File: src/hw/rtl/vrra_pkg.sv
package vrra_pkg;

   localparam int RING_BYTES  = 4096;
   localparam int MAX_RECORDS = 256;

   localparam int POS_W   = 13;
   localparam int OFF_W   = 12;
   localparam int CNT_W   = 9;
   localparam int SLOT_W  = 8;
   localparam int LEN_W   = 13;
   localparam int ENT_W   = 8;
   localparam int LOOP_W  = 10;
   localparam int HADDR_W = $clog2(RING_BYTES);
   localparam int IADDR_W = $clog2(MAX_RECORDS);

   localparam logic [POS_W-1:0]  END_MARK   = '1;
   localparam logic [LOOP_W-1:0] LOOP_BOUND = LOOP_W'(2 * MAX_RECORDS + 4);
   localparam logic [POS_W-1:0]  HDR_BYTES  = POS_W'(4);
   localparam logic [POS_W-1:0]  RING_MIN   = POS_W'(16);
   localparam logic [POS_W-1:0]  RING_MAX   = POS_W'(RING_BYTES);
   localparam logic [CNT_W-1:0]  LIMIT_MAX  = CNT_W'(MAX_RECORDS);

   localparam logic [1:0] CMD_ALLOC  = 2'd0;
   localparam logic [1:0] CMD_LOOKUP = 2'd1;
   localparam logic [1:0] CMD_CLEAR  = 2'd2;

   localparam logic CSR_RING_BYTES  = 1'b0;
   localparam logic CSR_ENTRY_LIMIT = 1'b1;

   typedef enum logic [1:0] {
      KIND_ALLOC,
      KIND_LOOKUP,
      KIND_CLEAR,
      KIND_NONE
   } kind_type;

   typedef struct packed {
      logic [1:0]       cmd;
      logic [LEN_W-1:0] request_length;
      logic [ENT_W-1:0] entry_number;
   } req_type;

   typedef struct packed {
      logic             ok;
      logic [OFF_W-1:0] payload_offset;
      logic [LEN_W-1:0] payload_length;
      logic [CNT_W-1:0] record_count;
      logic             fault;
   } rsp_type;

   typedef struct packed {
      kind_type         kind;
      logic [LEN_W-1:0] request_length;
      logic [ENT_W-1:0] entry_number;
   } work_type;

   typedef struct packed {
      logic [POS_W-1:0] ring;
      logic [CNT_W-1:0] limit;
   } cfg_type;

endpackage

File: src/hw/rtl/vrra_front.sv
module vrra_front (
   input  logic               clock,
   input  logic               reset,
   input  logic               push,
   input  vrra_pkg::req_type  req_data,
   output logic               full,
   output logic               work_valid,
   output vrra_pkg::work_type work_data,
   input  logic               work_take
);

   vrra_pkg::work_type slot_ff [2];
   logic [1:0] count_ff, count_in;
   logic       wr_ptr_ff, wr_ptr_in;
   logic       rd_ptr_ff, rd_ptr_in;
   logic       do_push, do_pop;
   vrra_pkg::work_type classified;

   always_comb begin
      classified.request_length = req_data.request_length;
      classified.entry_number   = req_data.entry_number;
      case (req_data.cmd)
         vrra_pkg::CMD_ALLOC:  classified.kind = vrra_pkg::KIND_ALLOC;
         vrra_pkg::CMD_LOOKUP: classified.kind = vrra_pkg::KIND_LOOKUP;
         vrra_pkg::CMD_CLEAR:  classified.kind = vrra_pkg::KIND_CLEAR;
         default:              classified.kind = vrra_pkg::KIND_NONE;
      endcase
   end

   assign full       = (count_ff == 2'd2);
   assign work_valid = (count_ff != 2'd0);
   assign work_data  = slot_ff[rd_ptr_ff];
   assign do_push    = push && !full;
   assign do_pop     = work_take && work_valid;

   always_comb begin
      count_in  = count_ff + {1'b0, do_push} - {1'b0, do_pop};
      wr_ptr_in = wr_ptr_ff ^ do_push;
      rd_ptr_in = rd_ptr_ff ^ do_pop;
   end

   always_ff @(posedge clock) begin
      if (reset) begin
         count_ff  <= 2'd0;
         wr_ptr_ff <= 1'b0;
         rd_ptr_ff <= 1'b0;
      end else begin
         count_ff  <= count_in;
         wr_ptr_ff <= wr_ptr_in;
         rd_ptr_ff <= rd_ptr_in;
      end
      if (do_push) begin
         slot_ff[wr_ptr_ff] <= classified;
      end
   end

endmodule

File: config.mk
export PLATFORM = sky130hd
export DESIGN_NAME = vrra_front
export DESIGN_NICKNAME = d
export VERILOG_FILES = /design/src/hw/rtl/vrra_pkg.sv /design/src/hw/rtl/vrra_front.sv
export SDC_FILE = /design/constraint.sdc
export NUM_CORES = 1
export LEC_CHECK = 0
export BUFFER_PORTS_ARGS = -buffer_cell sky130_fd_sc_hd__buf_2
export CAP_MARGIN = 20
export CORE_MARGIN = 2
export CORE_UTILIZATION = 35
export CTS_BUF_LIST = sky130_fd_sc_hd__clkbuf_16
export DETAILED_ROUTE_END_ITERATION = 6
export GPL_TIMING_DRIVEN = 1
export PLACE_DENSITY_LB_ADDON = 0.15
export SKIP_LAST_GASP = 1
export SLEW_MARGIN = 20
export SYNTH_ARGS = -nofsm -noshare
export SYNTH_HDL_FRONTEND = slang
export SYNTH_SLANG_ARGS = --single-unit
File: constraint.sdc
create_clock -name clock -period 3.91 [get_ports clock]
set_input_delay 0.1955 -clock clock [delete_from_list [all_inputs] [get_ports clock]]
set_output_delay 0.1955 -clock clock [all_outputs]
set_load 0.05 [all_outputs]
==> results.ini <==
[sta]
rsz_0062_raised_after_global_routing = no
timing.final.ws_setup_ps = 1980
fin_crit_sh_pct = 49.3
slew-limit-headroom_pct = 29.8
setup-violations-final = 0
setup-tns-final_ps = 0
finalWorstPathRequiredPeriod_ps = 1930
timing.clock.skew_ps = 3.05
tightest_slew_ps = 1050
max_freq_mhz = 519
slew_violations = 0
finalHoldViolCount = 0

[worst_setup_path]
path_max_fanout = 25
crit_start = rd_ptr_ff
critical_path.slowest_cell = sky130_fd_sc_hd__dfxtp_2
rr_startpoint = count_ff[0]
chain_of_cells_forming_the_critical_path = mux2_2, buf_2
crit_path_max_incr_delay_ps = 830
worstSetupEndpoint = work_data[0]
regToRegSetupSlack_ps = 1990
rr_worst_depth = 3
r2r-end = slot_ff[0][6]
worstSetupEndpointType = primary output
timing.critical_path.buf_inv = 1
timing.critical_path.arrival_ps = 1730
critical_path_depth = 2
criticalPathCategory = reg2out
critical_path.top_delay_family = flip-flops
start_kind = register
required_ps = 3710

[route]
dr.pass1.iters = 4
routed_vias_inst = 4.34
totalWireLength_um = 3120
postRouteAntennaNets = 0
detail_route.wl_per_cell_um = 14.0
drt_iter0_markers = 37
detail_route.drc_violations = 0
route.vias.total = 967

[layout]
area.growth.synth_to_final_pct = 21.9
final_layout_size_suffix_gt1_share_pct = 56.3
final_common_cell = sky130_fd_sc_hd__buf_2
antenna_cells = 0
nNetsFinal = 181
leading_cell_types_in_the_layout_fill_and_taps_excluded = 51 x sky130_fd_sc_hd__buf_2, 46 x sky130_fd_sc_hd__edfxtp_1, 20 x sky130_fd_sc_hd__mux2_4

[clock_network]
root_buffer = sky130_fd_sc_hd__clkbuf_16
clk_transition_reported_paths_ps = 60
cts.hold.buffers_added = 0
cts_max_path_buffers = 2
tritoncts = done
worst_skew_pair.late_latency_ps = 280
cts_inserted_buffers = 5
cts_resized = 0
cts_num_sinks = 50
postCtsSetupBuffers = 0
ctsHtreeMaxLevel = 2

[synthesis]
yosysWarnings = 0
synth_seq_area_share_pct = 73.2
mappedNetlistArea_sq_um = 2000
synthCells = 97
synth.lib_cells_used.distinct = 18
mappedNetlistNets = 128
avgSynthCellArea_sq_um = 20.6
postSynthRegisterBits = 50

[place]
hpwlAfterDp_um = 2130
detailedPlace.worstSlack_ps = 1920
place_congestion = 0.661
buffer_ports.inserted = 51

[power]
worst_ir_drop_vdd_v = 0.000388
power_per_cell_area_nw_per_um2 = 719
leakage_nw = 0.979

[die]
coreArea_sq_um = 5510
design.die.area_sq_um = 6330
floorplan.initialDensity_pct = 36.3
die_width_um = 79.5
die_y_um = 79.5
ios = 52
num_rows = 27

[grt]
antenna_found_initial = 0
grt_first_pass_wirelength_um = 4840
grt.total_usage_pct = 10.6
pin_count_of_the_biggest_net_entering_global_routing = 26
grt_remaining_overflow = 0
grt_pass1_vias = 1014

[run]
timing.max_cap.violations = 0

[hold_path]
timing.hold.worst.class = in2reg
worstHoldPathCells = 1

[outcome]
run_status = finished clean

==> Yosys cell counts <==
cell type / instances / area (sq um)
sky130_fd_sc_hd__xnor3_1: 1 / 22.5
sky130_fd_sc_hd__dfxtp_1: 4 / 80.1
sky130_fd_sc_hd__or2_2: 1 / 6.26
sky130_fd_sc_hd__nor2_2: 1 / 6.26
sky130_fd_sc_hd__buf_6: 2 / 22.5
sky130_fd_sc_hd__mux2_4: 20 / 300
sky130_fd_sc_hd__nand2_1: 1 / 3.75
sky130_fd_sc_hd__nor2b_1: 2 / 12.5
sky130_fd_sc_hd__nand2b_1: 1 / 6.26
sky130_fd_sc_hd__and2_1: 1 / 6.26
sky130_fd_sc_hd__edfxtp_1: 46 / 1380
sky130_fd_sc_hd__inv_1: 3 / 11.3
sky130_fd_sc_hd__ha_1: 4 / 50.1
sky130_fd_sc_hd__nor2_1: 2 / 7.51
sky130_fd_sc_hd__mux2_2: 4 / 45.0
sky130_fd_sc_hd__buf_12: 1 / 20.0
sky130_fd_sc_hd__clkbuf_1: 2 / 7.51
sky130_fd_sc_hd__o21a_1: 1 / 7.51
==> worst min-delay path by stage <==
stage / startpoint / endpoint / slack [ps]
after floorplan: reset / wr_ptr_ff / 260
after global placement: req_data[19] / slot_ff[1][19] / 390
after detailed placement: req_data[11] / slot_ff[1][11] / 390
after CTS: req_data[11] / slot_ff[1][11] / 90
after global routing: req_data[14] / slot_ff[1][14] / 90
final: req_data[11] / slot_ff[1][11] / 100
==> area by class of cell <==
| cell class | count | area, sq um |
|---|---|---|
| Fill cell | 512 | 3070 |
| Inverter | 3 | 11.3 |
| Clock buffer | 5 | 125 |
| Tap cell | 72 | 90.1 |
| Clock inverter | 3 | 12.5 |
| Timing Repair Buffer | 51 | 255 |
| Multi-Input combinational cell | 39 | 477 |
| Sequential cell | 50 | 1460 |
==> where the power goes <==
| part | internal [W] | switching (W) |
|---|---|---|
| sequential | 0.000683 | 0.0000607 |
| clock | 0.000231 | 0.000163 |
| combinational | 0.000216 | 0.000398 |
==> layer usage <==
layer / vias to the layer above / global-route usage, % / routed length, um
met2: 36 / 16.9 / 1500
met4: 0 / 4.14 / 14
li1: 468 / - / -
met5: - / 0 / 0
met3: 2 / 4.41 / 212
met1: 461 / 12.8 / 1390
==> sequential cells by signal, summed over array words and instances (netlist names) <==
name,flops
slot_ff,46
count_ff,2
rd_ptr_ff,1
wr_ptr_ff,1
==> stage by stage <==
step | utilization, % | cells | area [sq um] | hold slack, ps | total power (W)
2_1_floorplan | - | 97 | 2000 | 262 | 0.00128
6_report | 44.2 | 223 | 2430 | 105 | 0.00175
3_5_place_dp | 41.6 | 215 | 2290 | 390 | 0.00138
3_3_place_gp | 41.6 | 215 | 2290 | 386 | 0.00137
5_1_grt | 44.2 | 223 | 2430 | 90.2 | 0.00184
4_1_cts | 44.1 | 223 | 2430 | 94.9 | 0.00178
==> cells by family after synthesis <==
| group | after synthesis | share of synthesized area [%] |
|---|---|---|
| and+or+nand+nor | 9 | 2.44 |
| buffers and inverters | 8 | 3.07 |
| muxes | 24 | 17.3 |
| AOI/OAI and AO/OA | 1 | 0.376 |
| adders and majority gates | 4 | 2.51 |
| xor gates and xnor gates | 1 | 1.13 |
| DFF | 50 | 73.2 |
Note: power is estimated with default switching activity, not from simulation.
